**config.mk**
```make
export PLATFORM = sky130hd
export DESIGN_NAME = swipe_gesture_detector_top_flat
export DESIGN_NICKNAME = d
export VERILOG_FILES = /design/src/rtl/sgd_pkg.sv /design/src/rtl/sgd_if.sv /design/src/rtl/swipe_gesture_detector_top.sv /design/src/flat_wrapper.sv
export SDC_FILE = /design/constraint.sdc
export NUM_CORES = 2
export LEC_CHECK = 0
export BUFFER_PORTS_ARGS = -buffer_cell sky130_fd_sc_hd__buf_2
export CAP_MARGIN = 0
export CORE_AREA = 2 2 293 295
export CTS_BUF_LIST = sky130_fd_sc_hd__clkbuf_2 sky130_fd_sc_hd__clkbuf_4 sky130_fd_sc_hd__clkbuf_8
export CTS_CLUSTER_DIAMETER = 150
export CTS_CLUSTER_SIZE = 24
export DETAILED_ROUTE_END_ITERATION = 10
export DIE_AREA = 0 0 295 297
export PLACE_DENSITY = 0.53
export SLEW_MARGIN = 20
export SYNTH_ARGS = -nofsm -noshare
export SYNTH_HDL_FRONTEND = slang
export SYNTH_SLANG_ARGS = --single-unit
export TNS_END_PERCENT = 100
```
**constraint.sdc**
```tcl
create_clock -name i_clk -period 10.4 [get_ports i_clk]
set_clock_uncertainty 0.15 [all_clocks]
set_input_delay 0.52 -clock i_clk [delete_from_list [all_inputs] [get_ports i_clk]]
set_output_delay 0.52 -clock i_clk [all_outputs]
set_load 0.02 [all_outputs]
```
**src/rtl/sgd_pkg.sv**
```systemverilog
// ----------------------------------------------------------------------------
// sgd_pkg: shared types and constants of the swipe gesture detector
// Event command codes, configuration register indexes, reset values and the
// fixed field widths used by the interfaces and the detector core.
// ----------------------------------------------------------------------------
`default_nettype none

package sgd_pkg;

    // touch event command codes
    typedef enum logic [1:0] {
        CMD_TICK    = 2'd0,
        CMD_PRESS   = 2'd1,
        CMD_RELEASE = 2'd2,
        CMD_UNUSED  = 2'd3
    } t_command;

    // configuration register indexes
    localparam int CFG_IDX_W = 2;
    localparam logic [CFG_IDX_W-1:0] REG_TIME_LIMIT = 2'd0;
    localparam logic [CFG_IDX_W-1:0] REG_MIN_DIST2  = 2'd1;

    // fixed field widths
    localparam int LIMIT_W  = 16;
    localparam int MIN_D2_W = 33;
    localparam int CFG_W    = 33;
    localparam int OUT_W    = 24;

    // register reset values
    localparam logic [LIMIT_W-1:0]  LIMIT_RESET   = 16'd200;
    localparam logic [MIN_D2_W-1:0] MIN_D2_RESET  = 33'd76800;

    // saturation bounds of a result field (magnitudes)
    localparam logic [OUT_W-1:0] OUT_POS_MAX = 24'h7FFFFF;
    localparam logic [OUT_W-1:0] OUT_NEG_MIN = 24'h800000;

endpackage

`default_nettype wire

```
**src/rtl/sgd_if.sv**
```systemverilog
// ----------------------------------------------------------------------------
// sgd_if: valid/ready channels of the swipe gesture detector
// Touch event channel, swipe result channel and configuration write channel.
// ----------------------------------------------------------------------------
`default_nettype none

// touch event channel
interface sgd_evt_if #(
    parameter int COORD_WIDTH = 16
);
    logic                          valid;
    logic                          ready;
    logic [1:0]                    command;
    logic signed [COORD_WIDTH-1:0] x_pos;
    logic signed [COORD_WIDTH-1:0] y_pos;

    modport source (output valid, command, x_pos, y_pos, input ready);
    modport sink   (input valid, command, x_pos, y_pos, output ready);
endinterface

// swipe result channel
interface sgd_swipe_if;
    import sgd_pkg::*;
    logic                    valid;
    logic                    ready;
    logic signed [OUT_W-1:0] swipe_dx;
    logic signed [OUT_W-1:0] swipe_dy;

    modport source (output valid, swipe_dx, swipe_dy, input ready);
    modport sink   (input valid, swipe_dx, swipe_dy, output ready);
endinterface

// configuration write channel
interface sgd_cfg_if;
    import sgd_pkg::*;
    logic                 valid;
    logic                 ready;
    logic [CFG_IDX_W-1:0] index;
    logic [CFG_W-1:0]     data;

    modport source (output valid, index, data, input ready);
    modport sink   (input valid, index, data, output ready);
endinterface

`default_nettype wire

```
**src/rtl/swipe_gesture_detector_top.sv**
```systemverilog
// ----------------------------------------------------------------------------
// swipe_gesture_detector_top: touch swipe detector with velocity scaling
// i_evt carries touch requests (tick, press, release with a Q12.4 position).
// i_cfg writes the time limit (index 0) and the minimum squared distance
// (index 1); it is always ready. It must be written only while the block
// is idle; the block itself does not enforce this. o_swipe carries the
// scaled displacement of a detected swipe. i_evt stays ready after ticks,
// presses and ignored releases. A release that ends a gesture within the
// time limit runs through one shared multiplier (two squares, a compare,
// two products) and then a restoring divider that retires one quotient bit
// per cycle for both axes. i_evt is not ready until the block is idle again;
// a release that misses the distance minimum frees i_evt after the two
// squares and the compare. The result sits in an output register, so new
// events are taken while it waits; a second swipe waits in its final step
// until o_swipe is free.
// Reset (synchronous, active low) clears the gesture state, drops any pending
// result and loads the registers with 200 ticks and 76800 (300 px^2).
// ----------------------------------------------------------------------------
`default_nettype none

module swipe_gesture_detector_top #(
    parameter int COORD_WIDTH      = 16,
    parameter int TICK_COUNT_WIDTH = 16
) (
    input  wire  i_clk,
    input  wire  i_rst_n,
    sgd_evt_if.sink   i_evt,
    sgd_cfg_if.sink   i_cfg,
    sgd_swipe_if.source o_swipe
);
    import sgd_pkg::*;

    localparam int CW   = COORD_WIDTH;
    localparam int TW   = TICK_COUNT_WIDTH;
    localparam int DW   = CW + 1;                       // displacement magnitude
    localparam int MW   = (DW > LIMIT_W) ? DW : LIMIT_W; // multiplier operand
    localparam int PW   = 2 * MW;                       // product
    localparam int AW   = PW + 2;                       // squared distance sum
    localparam int NW   = DW + LIMIT_W;                 // dividend / quotient
    localparam int CNTW = $clog2(NW + 1);

    typedef enum logic [7:0] {
        S_IDLE = 8'b0000_0001,
        S_SQX  = 8'b0000_0010,
        S_SQY  = 8'b0000_0100,
        S_CMP  = 8'b0000_1000,
        S_MULX = 8'b0001_0000,
        S_MULY = 8'b0010_0000,
        S_DIV  = 8'b0100_0000,
        S_OUT  = 8'b1000_0000
    } t_state;

    t_state              r_state, n_state;
    logic                r_pressed, n_pressed;
    logic [TW-1:0]       r_elapsed, n_elapsed;
    logic [CW-1:0]       r_start_x, n_start_x;
    logic [CW-1:0]       r_start_y, n_start_y;
    logic [LIMIT_W-1:0]  r_limit, n_limit;
    logic [MIN_D2_W-1:0] r_min_d2, n_min_d2;
    logic [DW-1:0]       r_mag_x, n_mag_x;
    logic [DW-1:0]       r_mag_y, n_mag_y;
    logic                r_neg_x, n_neg_x;
    logic                r_neg_y, n_neg_y;
    logic [LIMIT_W-1:0]  r_div, n_div;
    logic [AW-1:0]       r_acc, n_acc;
    logic [NW-1:0]       r_num_x, n_num_x;
    logic [NW-1:0]       r_num_y, n_num_y;
    logic [LIMIT_W-1:0]  r_rem_x, n_rem_x;
    logic [LIMIT_W-1:0]  r_rem_y, n_rem_y;
    logic [CNTW-1:0]     r_cnt, n_cnt;
    logic                r_out_valid, n_out_valid;
    logic [OUT_W-1:0]    r_out_dx, n_out_dx;
    logic [OUT_W-1:0]    r_out_dy, n_out_dy;

    logic                evt_req;
    logic                cfg_req;
    logic signed [DW-1:0] diff_x, diff_y;
    logic [TW+LIMIT_W-1:0] elapsed_ext;
    logic [TW+LIMIT_W-1:0] limit_ext;
    logic [MW-1:0]       op_a, op_b;
    logic [PW-1:0]       prod;
    logic [LIMIT_W:0]    trial_x, trial_y;
    logic                fit_x, fit_y;
    logic [OUT_W-1:0]    sat_dx, sat_dy;

    assign evt_req = i_evt.valid && i_evt.ready;
    assign cfg_req = i_cfg.valid && i_cfg.ready;

    assign i_evt.ready    = (r_state == S_IDLE);
    assign i_cfg.ready    = 1'b1;
    assign o_swipe.valid    = r_out_valid;
    assign o_swipe.swipe_dx = r_out_dx;
    assign o_swipe.swipe_dy = r_out_dy;

    // displacement from the start point and elapsed-vs-limit compare
    assign diff_x = $signed({i_evt.x_pos[CW-1], i_evt.x_pos}) -
                    $signed({r_start_x[CW-1], r_start_x});
    assign diff_y = $signed({i_evt.y_pos[CW-1], i_evt.y_pos}) -
                    $signed({r_start_y[CW-1], r_start_y});
    assign elapsed_ext = {{LIMIT_W{1'b0}}, r_elapsed};
    assign limit_ext   = {{TW{1'b0}}, r_limit};

    // shared multiplier operand select
    always_comb begin
        op_a = MW'(r_mag_x);
        op_b = MW'(r_mag_x);
        case (r_state)
            S_SQY: begin
                op_a = MW'(r_mag_y);
                op_b = MW'(r_mag_y);
            end
            S_MULX: begin
                op_a = MW'(r_mag_x);
                op_b = MW'(r_limit);
            end
            S_MULY: begin
                op_a = MW'(r_mag_y);
                op_b = MW'(r_limit);
            end
            default: begin
                op_a = MW'(r_mag_x);
                op_b = MW'(r_mag_x);
            end
        endcase
    end

    assign prod = op_a * op_b;

    // restoring divide step, one lane per axis
    assign trial_x = {r_rem_x, r_num_x[NW-1]};
    assign trial_y = {r_rem_y, r_num_y[NW-1]};
    assign fit_x   = (trial_x >= {1'b0, r_div});
    assign fit_y   = (trial_y >= {1'b0, r_div});

    // saturate quotient magnitudes and apply signs
    always_comb begin
        if (r_neg_x) begin
            sat_dx = (r_num_x >= NW'(OUT_NEG_MIN)) ? OUT_NEG_MIN
                                                   : (~r_num_x[OUT_W-1:0] + 1'b1);
        end else begin
            sat_dx = (r_num_x > NW'(OUT_POS_MAX)) ? OUT_POS_MAX : r_num_x[OUT_W-1:0];
        end
        if (r_neg_y) begin
            sat_dy = (r_num_y >= NW'(OUT_NEG_MIN)) ? OUT_NEG_MIN
                                                   : (~r_num_y[OUT_W-1:0] + 1'b1);
        end else begin
            sat_dy = (r_num_y > NW'(OUT_POS_MAX)) ? OUT_POS_MAX : r_num_y[OUT_W-1:0];
        end
    end

    // sequencer and next-state logic
    always_comb begin
        n_state     = r_state;
        n_pressed   = r_pressed;
        n_elapsed   = r_elapsed;
        n_start_x   = r_start_x;
        n_start_y   = r_start_y;
        n_limit     = r_limit;
        n_min_d2    = r_min_d2;
        n_mag_x     = r_mag_x;
        n_mag_y     = r_mag_y;
        n_neg_x     = r_neg_x;
        n_neg_y     = r_neg_y;
        n_div       = r_div;
        n_acc       = r_acc;
        n_num_x     = r_num_x;
        n_num_y     = r_num_y;
        n_rem_x     = r_rem_x;
        n_rem_y     = r_rem_y;
        n_cnt       = r_cnt;
        n_out_valid = r_out_valid;
        n_out_dx    = r_out_dx;
        n_out_dy    = r_out_dy;

        // result taken by the receiver
        if (r_out_valid && o_swipe.ready) begin
            n_out_valid = 1'b0;
        end

        // register writes
        if (cfg_req) begin
            if (i_cfg.index == REG_TIME_LIMIT) begin
                n_limit = i_cfg.data[LIMIT_W-1:0];
            end else if (i_cfg.index == REG_MIN_DIST2) begin
                n_min_d2 = i_cfg.data[MIN_D2_W-1:0];
            end
        end

        case (r_state)
            S_IDLE: begin
                if (evt_req) begin
                    case (i_evt.command)
                        CMD_TICK: begin
                            if (r_pressed && (r_elapsed != {TW{1'b1}})) begin
                                n_elapsed = r_elapsed + 1'b1;
                            end
                        end
                        CMD_PRESS: begin
                            if (!r_pressed) begin
                                n_pressed = 1'b1;
                                n_elapsed = '0;
                                n_start_x = i_evt.x_pos;
                                n_start_y = i_evt.y_pos;
                            end
                        end
                        CMD_RELEASE: begin
                            if (r_pressed) begin
                                n_pressed = 1'b0;
                                if (elapsed_ext < limit_ext) begin
                                    n_neg_x = diff_x[DW-1];
                                    n_neg_y = diff_y[DW-1];
                                    n_mag_x = diff_x[DW-1] ? DW'(-diff_x) : DW'(diff_x);
                                    n_mag_y = diff_y[DW-1] ? DW'(-diff_y) : DW'(diff_y);
                                    // elapsed is below a 16-bit limit here
                                    n_div   = (r_elapsed == '0) ? LIMIT_W'(1)
                                                                : elapsed_ext[LIMIT_W-1:0];
                                    n_state = S_SQX;
                                end
                            end
                        end
                        default: begin
                        end
                    endcase
                end
            end
            S_SQX: begin
                n_acc   = AW'(prod);
                n_state = S_SQY;
            end
            S_SQY: begin
                n_acc   = r_acc + AW'(prod);
                n_state = S_CMP;
            end
            S_CMP: begin
                n_state = (r_acc >= AW'(r_min_d2)) ? S_MULX : S_IDLE;
            end
            S_MULX: begin
                n_num_x = prod[NW-1:0];
                n_state = S_MULY;
            end
            S_MULY: begin
                n_num_y = prod[NW-1:0];
                n_rem_x = '0;
                n_rem_y = '0;
                n_cnt   = CNTW'(NW);
                n_state = S_DIV;
            end
            S_DIV: begin
                n_rem_x = fit_x ? LIMIT_W'(trial_x - {1'b0, r_div}) : trial_x[LIMIT_W-1:0];
                n_rem_y = fit_y ? LIMIT_W'(trial_y - {1'b0, r_div}) : trial_y[LIMIT_W-1:0];
                n_num_x = {r_num_x[NW-2:0], fit_x};
                n_num_y = {r_num_y[NW-2:0], fit_y};
                n_cnt   = r_cnt - 1'b1;
                if (r_cnt == CNTW'(1)) begin
                    n_state = S_OUT;
                end
            end
            S_OUT: begin
                if (!r_out_valid || o_swipe.ready) begin
                    n_out_valid = 1'b1;
                    n_out_dx    = sat_dx;
                    n_out_dy    = sat_dy;
                    n_state     = S_IDLE;
                end
            end
            default: begin
                n_state = S_IDLE;
            end
        endcase
    end

    // control registers
    always_ff @(posedge i_clk) begin
        if (!i_rst_n) begin
            r_state     <= S_IDLE;
            r_pressed   <= 1'b0;
            r_elapsed   <= '0;
            r_limit     <= LIMIT_RESET;
            r_min_d2    <= MIN_D2_RESET;
            r_out_valid <= 1'b0;
        end else begin
            r_state     <= n_state;
            r_pressed   <= n_pressed;
            r_elapsed   <= n_elapsed;
            r_limit     <= n_limit;
            r_min_d2    <= n_min_d2;
            r_out_valid <= n_out_valid;
        end
    end

    // datapath registers
    always_ff @(posedge i_clk) begin
        r_start_x <= n_start_x;
        r_start_y <= n_start_y;
        r_mag_x   <= n_mag_x;
        r_mag_y   <= n_mag_y;
        r_neg_x   <= n_neg_x;
        r_neg_y   <= n_neg_y;
        r_div     <= n_div;
        r_acc     <= n_acc;
        r_num_x   <= n_num_x;
        r_num_y   <= n_num_y;
        r_rem_x   <= n_rem_x;
        r_rem_y   <= n_rem_y;
        r_cnt     <= n_cnt;
        r_out_dx  <= n_out_dx;
        r_out_dy  <= n_out_dy;
    end

endmodule

`default_nettype wire

```
**src/flat_wrapper.sv**
```systemverilog
// flat-port wrapper written by rule: the top's interface ports become plain ports
module swipe_gesture_detector_top_flat import sgd_pkg::*;
#(
    parameter int COORD_WIDTH      = 16,
    parameter int TICK_COUNT_WIDTH = 16
)
  (i_clk, i_rst_n, i_evt_valid, i_evt_command, i_evt_x_pos, i_evt_y_pos, i_evt_ready, i_cfg_valid, i_cfg_index, i_cfg_data, i_cfg_ready, o_swipe_valid, o_swipe_swipe_dx, o_swipe_swipe_dy, o_swipe_ready);
  sgd_evt_if #(.COORD_WIDTH(COORD_WIDTH)) i_evt_i ();
  sgd_cfg_if i_cfg_i ();
  sgd_swipe_if o_swipe_i ();
  input  wire i_clk;
  input  wire i_rst_n;
  input wire logic [$bits(i_evt_i.valid)-1:0] i_evt_valid;
  input wire logic [$bits(i_evt_i.command)-1:0] i_evt_command;
  input wire logic [$bits(i_evt_i.x_pos)-1:0] i_evt_x_pos;
  input wire logic [$bits(i_evt_i.y_pos)-1:0] i_evt_y_pos;
  output wire logic [$bits(i_evt_i.ready)-1:0] i_evt_ready;
  input wire logic [$bits(i_cfg_i.valid)-1:0] i_cfg_valid;
  input wire logic [$bits(i_cfg_i.index)-1:0] i_cfg_index;
  input wire logic [$bits(i_cfg_i.data)-1:0] i_cfg_data;
  output wire logic [$bits(i_cfg_i.ready)-1:0] i_cfg_ready;
  output wire logic [$bits(o_swipe_i.valid)-1:0] o_swipe_valid;
  output wire logic [$bits(o_swipe_i.swipe_dx)-1:0] o_swipe_swipe_dx;
  output wire logic [$bits(o_swipe_i.swipe_dy)-1:0] o_swipe_swipe_dy;
  input wire logic [$bits(o_swipe_i.ready)-1:0] o_swipe_ready;
  assign i_evt_i.valid = i_evt_valid;
  assign i_evt_i.command = i_evt_command;
  assign i_evt_i.x_pos = i_evt_x_pos;
  assign i_evt_i.y_pos = i_evt_y_pos;
  assign i_evt_ready = i_evt_i.ready;
  assign i_cfg_i.valid = i_cfg_valid;
  assign i_cfg_i.index = i_cfg_index;
  assign i_cfg_i.data = i_cfg_data;
  assign i_cfg_ready = i_cfg_i.ready;
  assign o_swipe_valid = o_swipe_i.valid;
  assign o_swipe_swipe_dx = o_swipe_i.swipe_dx;
  assign o_swipe_swipe_dy = o_swipe_i.swipe_dy;
  assign o_swipe_i.ready = o_swipe_ready;
  swipe_gesture_detector_top #(.COORD_WIDTH(COORD_WIDTH), .TICK_COUNT_WIDTH(TICK_COUNT_WIDTH)) u_core (.i_clk(i_clk), .i_rst_n(i_rst_n), .i_evt(i_evt_i), .i_cfg(i_cfg_i), .o_swipe(o_swipe_i));
endmodule
```
== After elaboration in Yosys (flattened, before gate mapping) ==
Cells that the tools add are included.

* Output and inout bits: 51
* Word-level logic and storage cells: 124
* Input bits: 74
* Flip-flop bits (word level): 347

* Bitwise operators: 4
* $mul: 1
* Add/subtract/negate cells: 11
* Reductions and logical operators: 23
* Mux-type cells: 33
* Eq/ne operators: 21
* Order comparisons: 8

{| class="wikitable"
|+ Operator list
! operator !! count
|-
| $mux W24 || 6
|-
| $pmux W33 S2 || 2
|-
| $mux W16 || 6
|-
| $pmux W16 S2 || 3
|-
| $pmux W36 S2 || 1
|-
| $ge A33 B24 Y1 const B || 2
|-
| $gt A33 B23 Y1 const B || 2
|-
| $pmux W8 S8 || 1
|-
| $add A24 B1 Y24 const B || 2
|-
| $mux W8 || 6
|-
| $not A24 Y24 || 2
|-
| $add A36 B34 Y36 || 1
|-
| $ge A36 B33 Y1 || 1
|-
| $ge A17 B16 Y1 || 2
|-
| $mul A17 B17 Y34 || 1
|-
| $neg A17 Y17 || 2
|-
| $pmux W17 S2 || 1
|-
| $sub A16 B16 Y17 || 2
|-
| $sub A16 B16 Y16 || 2
|-
| $mux W17 || 1
|-
| $add A16 B1 Y16 const B || 1
|-
| $logic_not A16 Y1 || 1
|-
| $lt A16 B16 Y1 || 1
|-
| $ne A16 B16 Y1 const B || 1
|-
| other kinds (30) || 51
|}

== Logic depth before layout (Yosys ltp) ==
* Depth after elaboration: 6
* Depth in mapped cells: 43
* Depth with buffers taken out: 39

== Least setup slack after synthesis ==
Ideal clock, no wire load.

* Path type: flip-flop to flip-flop
* From: register u_core.r_state[0]
* To: register u_core.r_acc[34], data pin
* Period minus slack after synthesis: 10.216 ns
* Setup slack: 0.184 ns
* Setup time: 0.270 ns
* Cell stages (with the launch flop): 40
* Data required time: 9.980 ns
* Path buffers: 3
* Arrival: 9.796 ns
* Cells stage by stage: dfxtp_1 or4_1 or3_1 nor3b_1 nor2_1 clkbuf_1 a21oi_1 clkbuf_1 nor2_1 fa_1 inv_1 fa_1 fa_1 fa_1 inv_1 fa_1 inv_1 fa_1 [4 not listed] o32ai_1 a211oi_1 nor4bb_1 a211oi_1 a21oi_1 xnor2_1 inv_1 ha_1 clkbuf_1 a21o_1 nand2_1 nand2b_1 a21oi_1 o21ai_0 or3_1 a311oi_1 or3_1 a21oi_1

* Word-level cells in the longest chain between the ends: 6
* Elaborated cells between the ends (all ways): 11
* Those cells by class: 1 x add/sub; 1 x mul; 4 x eq/ne; 3 x mux; 2 x reduce/logical

{| class="wikitable"
|+ RTL lines
! what !! RTL line !! text
|-
| from (decl) || swipe_gesture_detector_top.sv:53 || <nowiki>t_state r_state, n_state;</nowiki>
|-
| from (signal assigned) || swipe_gesture_detector_top.sv:282 || <nowiki>r_state <= n_state;</nowiki>
|-
| $eq A8 B5 Y1 (tied with other cells) || swipe_gesture_detector_top.sv:107 || <nowiki>case (r_state)</nowiki>
|-
| $reduce_or A2 Y1 (no source line) || - ||
|-
| $pmux W17 S2 or $mux W17 (tied branches) || swipe_gesture_detector_top.sv:107 ||
|-
| $mul A17 B17 Y34 || swipe_gesture_detector_top.sv:127 || <nowiki>assign prod = op_a * op_b;</nowiki>
|-
| $add A36 B34 Y36 || swipe_gesture_detector_top.sv:231 || <nowiki>n_acc = r_acc + AW'(prod);</nowiki>
|-
| $pmux W36 S2 * || swipe_gesture_detector_top.sv:189 || <nowiki>case (r_state)</nowiki>
|-
| to (signal assigned) || swipe_gesture_detector_top.sv:300 || <nowiki>r_acc <= n_acc;</nowiki>
|-
| to (decl) || swipe_gesture_detector_top.sv:65 || <nowiki>logic [AW-1:0] r_acc, n_acc;</nowiki>
|}

Every way passes the cells marked *; elsewhere a longest branch is shown, timed or not.
A chain may end at the register's enable or synchronous reset.

== Final worst setup path ==
Same ends and word-level chain as after synthesis.

==> key figures <==
Power and ir drop
  • Pwr/cell area: 204 mW/mm^2
  • Leakage power: 15.7 nW
  • Worst ir drop on vdd: 0.000306 V
  • Tot Pwr: 7.30 mW

Worst setup path
  • Register-to-Register Setup Slack: 0.35 ns
  • RR Startpoint: u_core.r_state[0]$_SDFFE_PN1P_
  • CP max stage delay: 0.57 ns
  • Critical path's most frequent cell: fa_1
  • Worst r2r dst: u_core.r_acc[34]$_SDFFCE_PP0P_
  • Critical path type: reg2reg
  • Crit path max-delay family: adder cells
  • CP Launch Type: register
  • CP Max Fanout: 17
  • CP Capture Type: register
  • Worst Path Buf+Inv: 8
  • CP endpoint: u_core.r_acc[34]$_SDFFCE_PP0P_
  • Worst EP required: 10.62 ns
  • Crit path DAT: 10.26 ns
  • WP depth: 40
  • Slowest cell on crit path: fa_1
  • Worst R2R Path Depth: 40
  • Worst Setup SP: u_core.r_state[0]$_SDFFE_PN1P_

Floorplanning
  • Initial Util: 37.7%
  • Height of the die: 297 um
  • Num rows: 107
  • Die Width: 295 um
  • Ports: 125
  • Core Box Area: 0.0845 sq mm
  • Die ar.: 0.0876 sq mm

CTS
  • Clock sinks: 347
  • Maximum clock path buffer count: 3
  • CTS tree: done
  • Clock transition at path regs: 0.17 ns
  • Clock buffer count from CTS: 19
  • H-tree levels: 1
  • Root buffer cell: clkbuf_8
  • Skew-Pair Late Insertion Delay: 0.68 ns

Yosys
  • Mapped Cells: 3576
  • Mapped cell area: 0.0318 sq mm
  • Top-area cell type share of the netlist area: 25.7%
  • Top cells by area, synth: edfxtp_1, fa_1, ha_1
  • Main synth FF type: edfxtp_1
  • Post-synth top cells: nand2_1, inv_1, nor2_1
  • Synth Warn #: 0
  • Post-synth top area cell: edfxtp_1
  • Number of flops mapped to enable cells by yosys: 272
  • Sequential fraction of the synthesis area: 30.4%
  • Syn avg cell area: 8.90 sq um
  • Syn_nets: 4147
  • Synth async-reset ratio: 0%
  • Most frequent cell after synthesis: nand2_1
  • #FFs+latches synth: 347
  • Library cells used by synthesis: 81

Route
  • DRC: 0
  • Drt pass-1 iters: 5
  • Final ANT Viol Nets: 0
  • Routed Wire Length: 92100 um
  • Via Count: 25700
  • Initial DRC Count: 1750
  • DR vias/cell: 5.22
  • Wire length per cell: 18.7 um

Global route
  • Initial antenna violation count: 2
  • Vias in the first global route: 25000
  • GRT Total Usage: 20.8%
  • Pin count of the biggest net entering global routing: 72
  • First-pass GRT wire length: 144000 um
  • Grt ovf: 0

Timing
  • Crit share post-route: 96.6%
  • Hold Vio Cnt, Final: 0
  • Period minus WS final: 10.05 ns
  • Final Setup Violations: 0
  • Fmax: 99.5 MHz
  • Slew Limit Fails: 0
  • Unrepaired setup endpoints after global routing: yes
  • Slew @ Worst Pin: 1.01 ns
  • Worst slew margin: 32.7%

Cells and area
  • Area grow syn2layout: 12.3%
  • Register area: 0.00967 sq mm
  • Final Util: 42.3%
  • Multi-input logic area: 0.0202 sq mm
  • Share of post-route cells with drive strength above 1: 10.3%
  • FILL cells: 8448
  • Final #Nets: 4336

Status
  • Outcome: completed

Run
  • Number of max-cap violations: 0

Placement
  • DP Wirelength: 72700 um
  • RePlAce Congestion: 0.938
  • Port bufs: 123

Worst hold path
  • HP Start: i_cfg_data[32]
  • Hold Crit Class: in2reg
  • Hold path cells: 3
[flip-flops by register name, indices dropped and copies added (netlist names), 17 cells and up]
name                     flops
u_core.r_acc                36
u_core.r_min_d2             33
u_core.r_num_x              33
u_core.r_num_y              33
u_core.o_swipe.swipe_dx     24
u_core.o_swipe.swipe_dy     24
u_core.r_mag_x              17
u_core.r_mag_y              17
[through the flow]
stage | hold WS [ns] | cells | instance area, sq um | setup slack (ns) | TNS (ns)
3_3_place_gp | 0.301 | 4809 | 34200 | -0.258 | -0.430
3_5_place_dp | 0.310 | 4809 | 34200 | -0.344 | -0.878
5_1_grt | 0.0400 | 4925 | 35700 | -0.0910 | -0.222
4_1_cts | 0.000407 | 4908 | 35300 | 0.0107 | 0
2_1_floorplan | 0.293 | 3576 | 31800 | 0.184 | 0
6_report | 0.0449 | 4925 | 35700 | 0.354 | 0
[report_power, final]
| group | internal (mW) | switching (mW) |
|---|---|---|
| clock network | 0.223 | 0.483 |
| logic | 2.08 | 2.81 |
| registers | 1.70 | 0.00971 |
| total | 4.00 | 3.30 |
[worst min-delay path by stage]
stage	to	slack, ns
final	u_core.r_min_d2[32]$_SDFFE_PN0P_	0.04
after global routing	u_core.r_min_d2[31]$_SDFFE_PN0P_	0.04
after CTS	u_core.r_limit[8]$_SDFFE_PN0P_	0.0004
after detailed placement	u_core.r_min_d2[31]$_SDFFE_PN0P_	0.31
after global placement	u_core.r_limit[1]$_SDFFE_PN0P_	0.30
after floorplan	u_core.r_min_d2[23]$_SDFFE_PN0P_	0.29
[area by class of cell]
cell class	instances	area share (%)
Sequential cell	347	27.1
Timing Repair Buffer	303	6.13
Clock buffer	30	0.963
Inverter	478	5.02
Antenna cell	3	0.0210
Clock inverter	4	0.161
Multi-Input combinational cell	2616	56.6
Tap cell	1144	4.00
[tightest hold or removal path: stages]
cell	delay (ns)
buf_2	0.09
nand2_1	0.04
a21boi_0	0.06
[what timing repair did]
action,CTS,global route
gates cloned,1,0
hold buffers,57,0
buffers inserted,7,14
pin swaps,5,17
setup endpoints to repair,10,14
endpoints found under the hold margin,60,0
gates resized for setup,16,64
[layout by cell type (no fill, tap or decap), drive strengths merged, types with 55 or more instances in the layout]
master       instances
a21oi              202
a21o                79
dfxtp               75
inv                478
xor2                55
buf                245
o21ai              137
nor2               309
dlygate4sd3         57
fa                 229
xnor2               84
ha                 268
nand2              527
edfxtp             272
nand3               58
[routing by layer]
metal  vias to the layer above  wire length (um)  GRT usage, %
li1                      12600                 -             -
met1                     12500             43400          30.0
met2                       601             42400          33.9
met3                       112              4290          1.87
met4                         2              1960          4.41
met5                         -                12             0
[logic make-up after synthesis]
group	Yosys count	synth area share, %
AND/OR/NAND/NOR	1211	17.2
AO/OA/AOI/OAI	732	15.2
buffers and inverters	613	7.26
adder cells (fa/ha/maj)	497	24.9
flip-flops	347	30.4
XOR/XNOR	139	3.82
multiplexers	36	1.17
other	1	0.0118
(Power assumes the default switching activity.)
